`config.mk`:
```
export PLATFORM = sky130hd
export DESIGN_NAME = rgb_median_3x3_filter
export DESIGN_NICKNAME = d
export VERILOG_FILES = /design/src/hdl/rmf_pkg.sv /design/src/hdl/rmf_front.sv /design/src/hdl/rmf_queue.sv /design/src/hdl/rmf_median.sv /design/src/hdl/rgb_median_3x3_filter.sv
export SDC_FILE = /design/constraint.sdc
export NUM_CORES = 2
export LEC_CHECK = 0
export BUFFER_PORTS_ARGS = -buffer_cell sky130_fd_sc_hd__clkbuf_2
export CORE_MARGIN = 1
export CORE_UTILIZATION = 40
export CTS_BUF_LIST = sky130_fd_sc_hd__clkbuf_8 sky130_fd_sc_hd__clkbuf_16
export DETAILED_ROUTE_END_ITERATION = 10
export MAX_ROUTING_LAYER = met4
export PLACE_DENSITY = 0.51
export RECOVER_POWER = 25
export SLEW_MARGIN = 0
export SYNTH_ARGS = -nofsm -noshare
export SYNTH_HDL_FRONTEND = slang
export SYNTH_SLANG_ARGS = --single-unit
```
`constraint.sdc`:
```
create_clock -name clk_i -period 43.4 [get_ports clk_i]
set_clock_uncertainty 0.05 [all_clocks]
set_input_delay 2.17 -clock clk_i [delete_from_list [all_inputs] [get_ports clk_i]]
set_output_delay 2.17 -clock clk_i [all_outputs]
set_load 0.02 [all_outputs]
```
`src/hdl/rmf_pkg.sv`:
```
// ----------------------------------------------------------------------------
// rmf_pkg
// Types, constants and compare helpers of the rgb 3x3 median filter.
// ----------------------------------------------------------------------------
`default_nettype none

package rmf_pkg;

  localparam int WINDOW_SIZE  = 3;
  localparam int CHANNEL_BITS = 8;
  localparam int NUM_CHAN     = 3;
  localparam int PIXEL_BITS   = NUM_CHAN * CHANNEL_BITS;
  localparam int QUEUE_DEPTH  = 4;
  localparam int QUEUE_AW     = $clog2(QUEUE_DEPTH);
  localparam int QUEUE_CW     = $clog2(QUEUE_DEPTH + 1);

  typedef logic [PIXEL_BITS-1:0]   pixel_t;
  typedef logic [CHANNEL_BITS-1:0] chan_t;

  typedef struct packed {
    pixel_t lower;
    pixel_t center;
    pixel_t upper;
  } column_t;

  typedef struct packed {
    column_t left;
    column_t mid;
    column_t right;
    logic    done;
  } job_t;

  typedef struct packed {
    chan_t hi;
    chan_t md;
    chan_t lo;
  } trio_t;

  // channel 0 is red (top byte), 2 is blue (bottom byte)
  function automatic chan_t pixel_chan(pixel_t pix, int ch);
    return pix[CHANNEL_BITS*(NUM_CHAN-1-ch) +: CHANNEL_BITS];
  endfunction

  function automatic chan_t max2(chan_t a, chan_t b);
    return (a > b) ? a : b;
  endfunction

  function automatic chan_t min2(chan_t a, chan_t b);
    return (a < b) ? a : b;
  endfunction

  function automatic chan_t med3(chan_t a, chan_t b, chan_t c);
    return max2(min2(a, b), min2(max2(a, b), c));
  endfunction

  function automatic trio_t sort3(chan_t a, chan_t b, chan_t c);
    trio_t t;
    t.lo = min2(min2(a, b), c);
    t.hi = max2(max2(a, b), c);
    t.md = med3(a, b, c);
    return t;
  endfunction

endpackage

`default_nettype wire

```
`src/hdl/rmf_front.sv`:
```
// ----------------------------------------------------------------------------
// rmf_front
// Keeps the last two columns, replicates row edges and builds window jobs.
// ----------------------------------------------------------------------------
`default_nettype none

module rmf_front (
  input  logic            clk_i,
  input  logic            rst_ni,
  input  logic            in_valid_i,
  output logic            in_ready_o,
  input  rmf_pkg::column_t in_col_i,
  input  logic            in_first_i,
  input  logic            in_final_i,
  output logic            push_o,
  output rmf_pkg::job_t   push_job_o,
  input  logic            full_i
);

  logic [1:0]       held_q, held_d, held;
  rmf_pkg::column_t older_q, newer_q;
  logic             extra_v_q;
  rmf_pkg::job_t    extra_job_q;
  rmf_pkg::job_t    job_a, job_b;
  logic             has_a, accept;

  assign in_ready_o = !extra_v_q && !full_i;
  assign accept     = in_valid_i && in_ready_o;
  assign held       = in_first_i ? 2'd0 : held_q;
  assign has_a      = (held != 2'd0);

  always_comb begin
    job_a.left  = (held == 2'd2) ? older_q : newer_q;
    job_a.mid   = newer_q;
    job_a.right = in_col_i;
    job_a.done  = 1'b0;
    job_b.left  = has_a ? newer_q : in_col_i;
    job_b.mid   = in_col_i;
    job_b.right = in_col_i;
    job_b.done  = 1'b1;
  end

  always_comb begin
    if (extra_v_q) begin
      push_o     = !full_i;
      push_job_o = extra_job_q;
    end else begin
      push_o     = accept && (has_a || in_final_i);
      push_job_o = has_a ? job_a : job_b;
    end
  end

  always_comb begin
    held_d = held_q;
    if (accept) begin
      if (in_final_i) begin
        held_d = 2'd0;
      end else begin
        held_d = (held == 2'd0) ? 2'd1 : 2'd2;
      end
    end
  end

  always_ff @(posedge clk_i or negedge rst_ni) begin
    if (!rst_ni) begin
      held_q    <= 2'd0;
      extra_v_q <= 1'b0;
    end else begin
      held_q <= held_d;
      if (extra_v_q && !full_i) begin
        extra_v_q <= 1'b0;
      end else if (accept && has_a && in_final_i) begin
        extra_v_q <= 1'b1;
      end
    end
  end

  always_ff @(posedge clk_i) begin
    if (accept) begin
      older_q <= newer_q;
      newer_q <= in_col_i;
      if (has_a && in_final_i) begin
        extra_job_q <= job_b;
      end
    end
  end

endmodule

`default_nettype wire

```
`src/hdl/rmf_queue.sv`:
```
// ----------------------------------------------------------------------------
// rmf_queue
// Short job queue between the window builder and the median pipeline.
// ----------------------------------------------------------------------------
`default_nettype none

module rmf_queue (
  input  logic          clk_i,
  input  logic          rst_ni,
  input  logic          push_i,
  input  rmf_pkg::job_t push_job_i,
  output logic          full_o,
  input  logic          pop_i,
  output logic          valid_o,
  output rmf_pkg::job_t pop_job_o
);

  rmf_pkg::job_t                 mem_q [rmf_pkg::QUEUE_DEPTH];
  logic [rmf_pkg::QUEUE_AW-1:0]  wr_ptr_q, rd_ptr_q;
  logic [rmf_pkg::QUEUE_CW-1:0]  count_q;
  logic                          do_push, do_pop;

  assign full_o    = (count_q == rmf_pkg::QUEUE_CW'(rmf_pkg::QUEUE_DEPTH));
  assign valid_o   = (count_q != '0);
  assign pop_job_o = mem_q[rd_ptr_q];
  assign do_push   = push_i && !full_o;
  assign do_pop    = pop_i && valid_o;

  always_ff @(posedge clk_i or negedge rst_ni) begin
    if (!rst_ni) begin
      wr_ptr_q <= '0;
      rd_ptr_q <= '0;
      count_q  <= '0;
    end else begin
      if (do_push) begin
        wr_ptr_q <= wr_ptr_q + 1'b1;
      end
      if (do_pop) begin
        rd_ptr_q <= rd_ptr_q + 1'b1;
      end
      if (do_push && !do_pop) begin
        count_q <= count_q + 1'b1;
      end else if (!do_push && do_pop) begin
        count_q <= count_q - 1'b1;
      end
    end
  end

  always_ff @(posedge clk_i) begin
    if (do_push) begin
      mem_q[wr_ptr_q] <= push_job_i;
    end
  end

endmodule

`default_nettype wire

```
`src/hdl/rmf_median.sv`:
```
// ----------------------------------------------------------------------------
// rmf_median
// Median-of-nine network per channel: column sort, merge, final median stage.
// ----------------------------------------------------------------------------
`default_nettype none

module rmf_median (
  input  logic                              clk_i,
  input  logic                              rst_ni,
  input  logic                              job_valid_i,
  output logic                              job_ready_o,
  input  rmf_pkg::job_t                     job_i,
  output logic                              out_valid_o,
  input  logic                              out_ready_i,
  output logic [rmf_pkg::PIXEL_BITS-1:0]    out_data_o,
  output logic                              out_done_o
);

  rmf_pkg::column_t cols [rmf_pkg::WINDOW_SIZE];
  rmf_pkg::trio_t   s1_d [rmf_pkg::NUM_CHAN][rmf_pkg::WINDOW_SIZE];
  rmf_pkg::trio_t   s1_q [rmf_pkg::NUM_CHAN][rmf_pkg::WINDOW_SIZE];
  rmf_pkg::trio_t   s2_d [rmf_pkg::NUM_CHAN];
  rmf_pkg::trio_t   s2_q [rmf_pkg::NUM_CHAN];
  rmf_pkg::chan_t   med_d [rmf_pkg::NUM_CHAN];
  rmf_pkg::chan_t   med_q [rmf_pkg::NUM_CHAN];
  logic             s1_v_q, s2_v_q, out_v_q;
  logic             s1_done_q, s2_done_q, out_done_q;
  logic             s1_ready, s2_ready, out_ready;

  assign out_ready   = !out_v_q || out_ready_i;
  assign s2_ready    = !s2_v_q || out_ready;
  assign s1_ready    = !s1_v_q || s2_ready;
  assign job_ready_o = s1_ready;

  assign cols[0] = job_i.left;
  assign cols[1] = job_i.mid;
  assign cols[2] = job_i.right;

  // sort each column of the window
  always_comb begin
    for (int ch = 0; ch < rmf_pkg::NUM_CHAN; ch++) begin
      for (int c = 0; c < rmf_pkg::WINDOW_SIZE; c++) begin
        s1_d[ch][c] = rmf_pkg::sort3(rmf_pkg::pixel_chan(cols[c].upper, ch),
                                     rmf_pkg::pixel_chan(cols[c].center, ch),
                                     rmf_pkg::pixel_chan(cols[c].lower, ch));
      end
    end
  end

  // max of lows, median of mids, min of highs
  always_comb begin
    for (int ch = 0; ch < rmf_pkg::NUM_CHAN; ch++) begin
      s2_d[ch].lo = rmf_pkg::max2(rmf_pkg::max2(s1_q[ch][0].lo, s1_q[ch][1].lo),
                                  s1_q[ch][2].lo);
      s2_d[ch].md = rmf_pkg::med3(s1_q[ch][0].md, s1_q[ch][1].md, s1_q[ch][2].md);
      s2_d[ch].hi = rmf_pkg::min2(rmf_pkg::min2(s1_q[ch][0].hi, s1_q[ch][1].hi),
                                  s1_q[ch][2].hi);
      med_d[ch]   = rmf_pkg::med3(s2_q[ch].lo, s2_q[ch].md, s2_q[ch].hi);
    end
  end

  always_ff @(posedge clk_i or negedge rst_ni) begin
    if (!rst_ni) begin
      s1_v_q  <= 1'b0;
      s2_v_q  <= 1'b0;
      out_v_q <= 1'b0;
    end else begin
      if (s1_ready) begin
        s1_v_q <= job_valid_i;
      end
      if (s2_ready) begin
        s2_v_q <= s1_v_q;
      end
      if (out_ready) begin
        out_v_q <= s2_v_q;
      end
    end
  end

  always_ff @(posedge clk_i) begin
    if (s1_ready) begin
      s1_q      <= s1_d;
      s1_done_q <= job_i.done;
    end
    if (s2_ready) begin
      s2_q      <= s2_d;
      s2_done_q <= s1_done_q;
    end
    if (out_ready) begin
      med_q      <= med_d;
      out_done_q <= s2_done_q;
    end
  end

  // red in the low byte
  assign out_valid_o = out_v_q;
  assign out_data_o  = {med_q[2], med_q[1], med_q[0]};
  assign out_done_o  = out_done_q;

endmodule

`default_nettype wire

```
`src/hdl/rgb_median_3x3_filter.sv`:
```
// ----------------------------------------------------------------------------
// rgb_median_3x3_filter
// Column-streaming 3x3 median filter, separate medians for red, green, blue.
// ----------------------------------------------------------------------------
// Takes one three-pixel column per clock in raster order while the job
// queue is not full and no row end is pending (rows above, at and below the
// centre, top and bottom borders already replicated) and returns the
// per-channel 3x3 median of the previous column's centre pixel, with the
// left and right edges replicated. A column that ends a row (tlast) gives two
// results when columns are held, so it holds off the next column until the
// second job is written: the window builder writes one job per cycle into
// the job queue while it is not full; other columns give at most one job.
// Each job goes from the queue read into column sort, merge of the sorted
// columns and the final median stage that feeds the output register.
`default_nettype none

module rgb_median_3x3_filter (
  input  logic        clk_i,
  input  logic        rst_ni,
  input  logic        s_axis_tvalid,
  output logic        s_axis_tready,
  input  logic [71:0] s_axis_tdata,  // lower_pixel, center_pixel, upper_pixel
  input  logic        s_axis_tuser,  // row_first
  input  logic        s_axis_tlast,
  output logic        m_axis_tvalid,
  input  logic        m_axis_tready,
  output logic [23:0] m_axis_tdata,  // median_blue, median_green, median_red
  output logic        m_axis_tlast
);

  rmf_pkg::column_t in_col;
  rmf_pkg::job_t    push_job, pop_job;
  logic             push, full, q_valid, pop_ready;

  assign in_col.upper  = s_axis_tdata[rmf_pkg::PIXEL_BITS-1:0];
  assign in_col.center = s_axis_tdata[2*rmf_pkg::PIXEL_BITS-1:rmf_pkg::PIXEL_BITS];
  assign in_col.lower  = s_axis_tdata[3*rmf_pkg::PIXEL_BITS-1:2*rmf_pkg::PIXEL_BITS];

  rmf_front u_front (
    .clk_i      (clk_i),
    .rst_ni     (rst_ni),
    .in_valid_i (s_axis_tvalid),
    .in_ready_o (s_axis_tready),
    .in_col_i   (in_col),
    .in_first_i (s_axis_tuser),
    .in_final_i (s_axis_tlast),
    .push_o     (push),
    .push_job_o (push_job),
    .full_i     (full)
  );

  rmf_queue u_queue (
    .clk_i      (clk_i),
    .rst_ni     (rst_ni),
    .push_i     (push),
    .push_job_i (push_job),
    .full_o     (full),
    .pop_i      (pop_ready),
    .valid_o    (q_valid),
    .pop_job_o  (pop_job)
  );

  rmf_median u_median (
    .clk_i       (clk_i),
    .rst_ni      (rst_ni),
    .job_valid_i (q_valid),
    .job_ready_o (pop_ready),
    .job_i       (pop_job),
    .out_valid_o (m_axis_tvalid),
    .out_ready_i (m_axis_tready),
    .out_data_o  (m_axis_tdata),
    .out_done_o  (m_axis_tlast)
  );

endmodule

`default_nettype wire

```
Word level (Yosys, flattened, before mapping)

Memory sizes are Yosys's and may differ from the RTL's.
Index checks and enable logic that the tools add are counted.
W data, S select, Z words.

Add/sub/neg operators: 4
Multipliers: 0
Divide/modulo/power cells: 0
Order comparisons: 90
Eq/ne operators: 2
Shift-type cells: 0
Multiplexer cells: 104
Bitwise gates (word level): 0
Reductions and logical operators: 28

Operators with widths:

| operator              | count |
|---|---|
| $mux W8               | 90 |
| $mux W217             | 2 |
| $gt A8 B8 Y1          | 45 |
| $lt A8 B8 Y1          | 45 |
| $mux W72              | 2 |
| $logic_and A1 B1 Y1   | 11 |
| $logic_not A1 Y1      | 7 |
| $mux W2               | 3 |
| $mux W3               | 2 |
| $reduce_bool A2 Y1    | 3 |
| $mux W1               | 5 |
| $add A2 B1 Y2 const B | 2 |
| $logic_or A1 B1 Y1    | 4 |
| $add A3 B1 Y3 const B | 1 |
| $eq A3 B3 Y1 const B  | 1 |
| $reduce_bool A3 Y1    | 1 |
| $sub A3 B1 Y3 const B | 1 |
| $eq A2 B2 Y1 const B  | 1 |
| $logic_not A2 Y1      | 1 |
| $reduce_and A2 Y1     | 1 |

Register bits: 616
Bits in latches: 0
Bits in writable memories: 868
ROM bits: 0
Input bits: 78
Output and inout bits: 27
Logic and storage cells: 291
Memories kept: 1

Memory list:

| name          | words | width | rd ports | clocked after memory_dff | write ports | RTL line        | source |
|---|---|---|---|---|---|---|---|
| u_queue.mem_q | 4     | 217   | 1        | 0                        | 1           | rmf_queue.sv:18 | `rmf_pkg::job_t mem_q [rmf_pkg::QUEUE_DEPTH];` |

Logic depth before layout (Yosys ltp)

Depth in word-level cells: 11
Mapped depth: 29
Gate-level depth less buffers: 24

Cells and area by module

Synthesis repeated with hierarchy kept, for this count alone.

Cells, all modules: 5177
Area, all modules: 75844.0 um2

Modules (own cells, without submodules):

| module     | times used | cells an instance | area each (um2) | seq. area each (um2) |
|---|---|---|---|---|
| rmf_queue  | 1          | 1169              | 31949.4         | 26240.2 |
| rmf_median | 1          | 2903              | 29998.8         | 9534.1 |
| rmf_front  | 1          | 1105              | 13895.8         | 8723.4 |

Least setup slack after synthesis

OpenSTA, ideal clock, no wires.

Path type: input port to flip-flop
From: input s_axis_tvalid
To: register u_front.extra_job_q[100] (netlist name), enable pin
Setup time: 0.521 ns
Arrival: 16.690 ns
Required time: 42.829 ns
Setup slack: 26.139 ns
Stages: 2
Path buffers: 0
Cells stage by stage: nor3b_1 and2_1

Cells in the longest elaborated chain, start to end: 2

RTL lines:

| what                        | RTL line                    | source |
|---|---|---|
| from (decl)                 | rgb_median_3x3_filter.sv:20 | `input logic s_axis_tvalid,` |
| $logic_and A1 B1 Y1         | rmf_front.sv:28             | `assign accept = in_valid_i && in_ready_o;` |
| $reduce_and A2 Y1 (no line) | --                          |  |
| to (signal assigned)        | rmf_front.sv:83             | `extra_job_q <= job_b;` |
| to (decl)                   | rmf_front.sv:23             | `rmf_pkg::job_t extra_job_q;` |

Every way passes these cells.
A chain may end at the register's enable or synchronous reset.

==> metrics.txt <==
H-tree Lvls=4; Cell Area, Synth=between 70000 and 80000 sq um; Fin Setup TNS=0 ns; Critical Path Max Stage Delay=roughly 4.8 ns; RSZ-0062 raised after global routing=false; Netlist cell types=87; Worst path top cell family by delay=buffers and inverters; Hold-fix buffers, CTS=0; Max clock buf depth=3; # placed instances=7862; worst-skew pair later-pin latency=0.81 ns; Seq/Total Area, Yosys=slightly below 60%; count leader, synth=edfxtp_1; DRT antenna net count=0; CTS tree=yes; synthesized flop and latch total=approximately 1500; Syn. warnings=0; Synth async-reset ratio=less than 1%; min Tclk post-route=roughly 11 ns; IO buf count=104; pin count of the biggest net entering global routing=around 130; status=finished with violations; Worst EP required=43.51 ns; Critical Path Stages=3; wl on met1=91.2 mm; slowest CP cell=clkbuf_1; vias in the first global route=45200; Critical Path Sink=u_queue.mem_q[2][150]; Worst Tran Pin Value=6.73 ns; reg-to-reg endpoint=u_queue.mem_q[2][150]; Root Driver=clkbuf_16; min-delay worst type=reg -> reg; worst reg2reg setup slack=32.15 ns; Final period util=25.9%; die area=194000 sq um; hpwl dp=139 mm; layout cells sized above 1=approximately a fifth; Die Width=between 400 and 500 um; failing checks=capacitance limit, slew limit; critical path arrival=11.36 ns; DRC viols=0; worst r2r src=u_front.extra_v_q; storage element area=44500 sq um; Iter 0 DRT Violations=2890; Max Clk Rate=88.9 MHz; largest area contributor in the netlist=edfxtp_1; Initial Util=40.3%; initial antenna violation count=28; Final Slew Violations=540; Worst setup SP type=register; pre-CTS setup slack=approximately 34 ns; routed wl met2=94.3 mm; Crit. Startpoint=u_front.extra_v_q; Max Cap Viol=11; via/cell ratio=5.40; Final Non-Filler Cells=8179; Cells after Synth=5343; top post-synthesis cells by area=edfxtp_1, mux2_2, ha_1; final setup fails=0; Worst setup EP type=register; area share of the leading cell type in the synthesized netlist=57.5%; fin nets=6110; Worst Setup Path Type=reg -> reg; cell mode on critical path=clkbuf_1; grt total ovfl=0; most frequent cells after synthesis=edfxtp_1, mux2_2, ha_1; vias=44100; multi-input combinational cell area=29700 sq um; clock slew at reported path FFs=0.06 ns; Post-CTS Setup Inserts=0; Final GP Congestion=0.880; Area growth, synth to finish=11.3%; first drt pass iteration count=5; final-layout fill cell count=16900; Crit path buffers/inverters=2; worst r2r path cells=3; Final WS setup=32.15 ns; I/O pins=around 110; routed wl met3=8.39 mm; global-route wire length before repair=296 mm; Die Span Y=between 400 and 500 um; Clock Sink Count=1484; Synth Area per Inst=14.4 sq um; drt total wl=between 150 and 200 mm; EDFF count, synth=between 1000 and 1500; TritonCTS Buffers=166; Syn Nets=5934; critical path peak fanout=126; CTS resizes=0; floorplan row count=160; Core Area=190000 sq um; Slew headroom=-349%; WL per Instance=24.3 um; final hold violation count=0; highest metal used=met4; gr usage total=21.2%; crit path cell chain=clkbuf_1, clkbuf_1, o21ai_0; main flop type after synthesis=edfxtp_1
==> kinds of logic (layout without fill, tap and decap cells) <==
group / Yosys count / count (layout) / share of synthesized area, %
other: 0 / 13 / 0
XOR/XNOR: 6 / 6 / 0.0685
flip-flops: 1484 / 1484 / 58.0
AO/OA/AOI/OAI: 860 / 860 / 7.33
multiplexers: 1130 / 1130 / 18.3
AND/OR/NAND/NOR: 730 / 730 / 4.54
adder cells (fa/ha/maj): 513 / 513 / 8.37
buffers and inverters: 620 / 932 / 3.41
==> flip-flops by register name (all words and copies together) (netlist names), 2 cells and up <==
name / count
u_queue.wr_ptr_q: 2
u_front.job_a: 72
u_median.s1_q: 216
u_queue.count_q: 3
u_front.held_q: 2
u_queue.mem_q: 868
u_queue.rd_ptr_q: 2
u_front.extra_job_q: 144
u_front.older_q: 72
u_median.out_data_o: 24
u_median.s2_q: 72
==> area by class of cell <==
type | instances | share of cell area (%)
Antenna cell | 13 | 0.0381
Clock buffer | 169 | 4.92
Clock inverter | 135 | 1.33
Inverter | 432 | 1.90
Multi-Input combinational cell | 3239 | 34.7
Sequential cell | 1484 | 52.1
Tap cell | 2511 | 3.68
Timing Repair Buffer | 196 | 1.32
==> cell usage in the layout (no fill, tap or decap), types with 11 or more instances in the layout <==
master      Yosys  routed
nor2_1        191     190
clkinvlp_4      0      12
clkbuf_2        0      30
nor3_1         11      11
nor2b_1       115     114
o21ai_1        11      13
a221oi_1       82      82
inv_1         431     466
mux2_2        570     488
a21o_1        102     102
nand4_1        66      66
mux2_4         19      19
nand3_1        49      49
mux2_1          1      83
edfxtp_1     1471    1471
mux2i_1       386     386
o21bai_1       13      13
diode_2         0      13
bufinv_16       0      14
a21oi_1       231     231
a211oi_1       18      18
mux4_2        144     144
o211ai_1       17      17
clkbuf_1      104      81
clkbuf_16       0     167
nand2_1       231     231
o21ai_0       239     237
nand2b_1       20      20
o21a_1         50      50
clkinv_1        0      34
buf_4          26      82
ha_1          512     512
and3_1         12      12
clkinv_2        0      20
==> per-stage QoR <==
step	area [sq um]	utilization [%]	hold WS, ns
6_report	85400	44.9	0.367
4_1_cts	85600	45.0	0.369
5_1_grt	85400	44.9	0.383
2_1_floorplan	76800	-	0.350
3_3_place_gp	80300	42.2	0.359
3_5_place_dp	80300	42.2	0.357
==> metal layers <==
metal,up-vias,global-route usage (%)
met3,284,3.40
met5,-,-
met4,0,5.83
li1,20900,-
met2,806,33.7
met1,22100,28.1
==> worst min path at each step <==
stage                       startpoint             endpoint  slack [ns]  depth (start not counted)
CTS                 u_median.s2_done_q  u_median.out_done_o        0.37                          0
global route        u_median.s2_done_q  u_median.out_done_o        0.38                          0
finish              u_median.s2_done_q  u_median.out_done_o        0.37                          0
floorplan           u_median.s2_done_q  u_median.out_done_o        0.35                          0
detailed placement  u_median.s2_done_q  u_median.out_done_o        0.36                          0
global placement    u_median.s2_done_q  u_median.out_done_o        0.36                          0
==> worst register-to-register path, cell delays in order, from the launching register on <==
cell	delay [ns]
dfrtp_1	1.67
clkbuf_1	2.05
clkbuf_1	4.84
o21ai_0	2.00
Power is not shown: default switching activity piles up to over one toggle a cycle in this logic, so the estimate is an artifact.
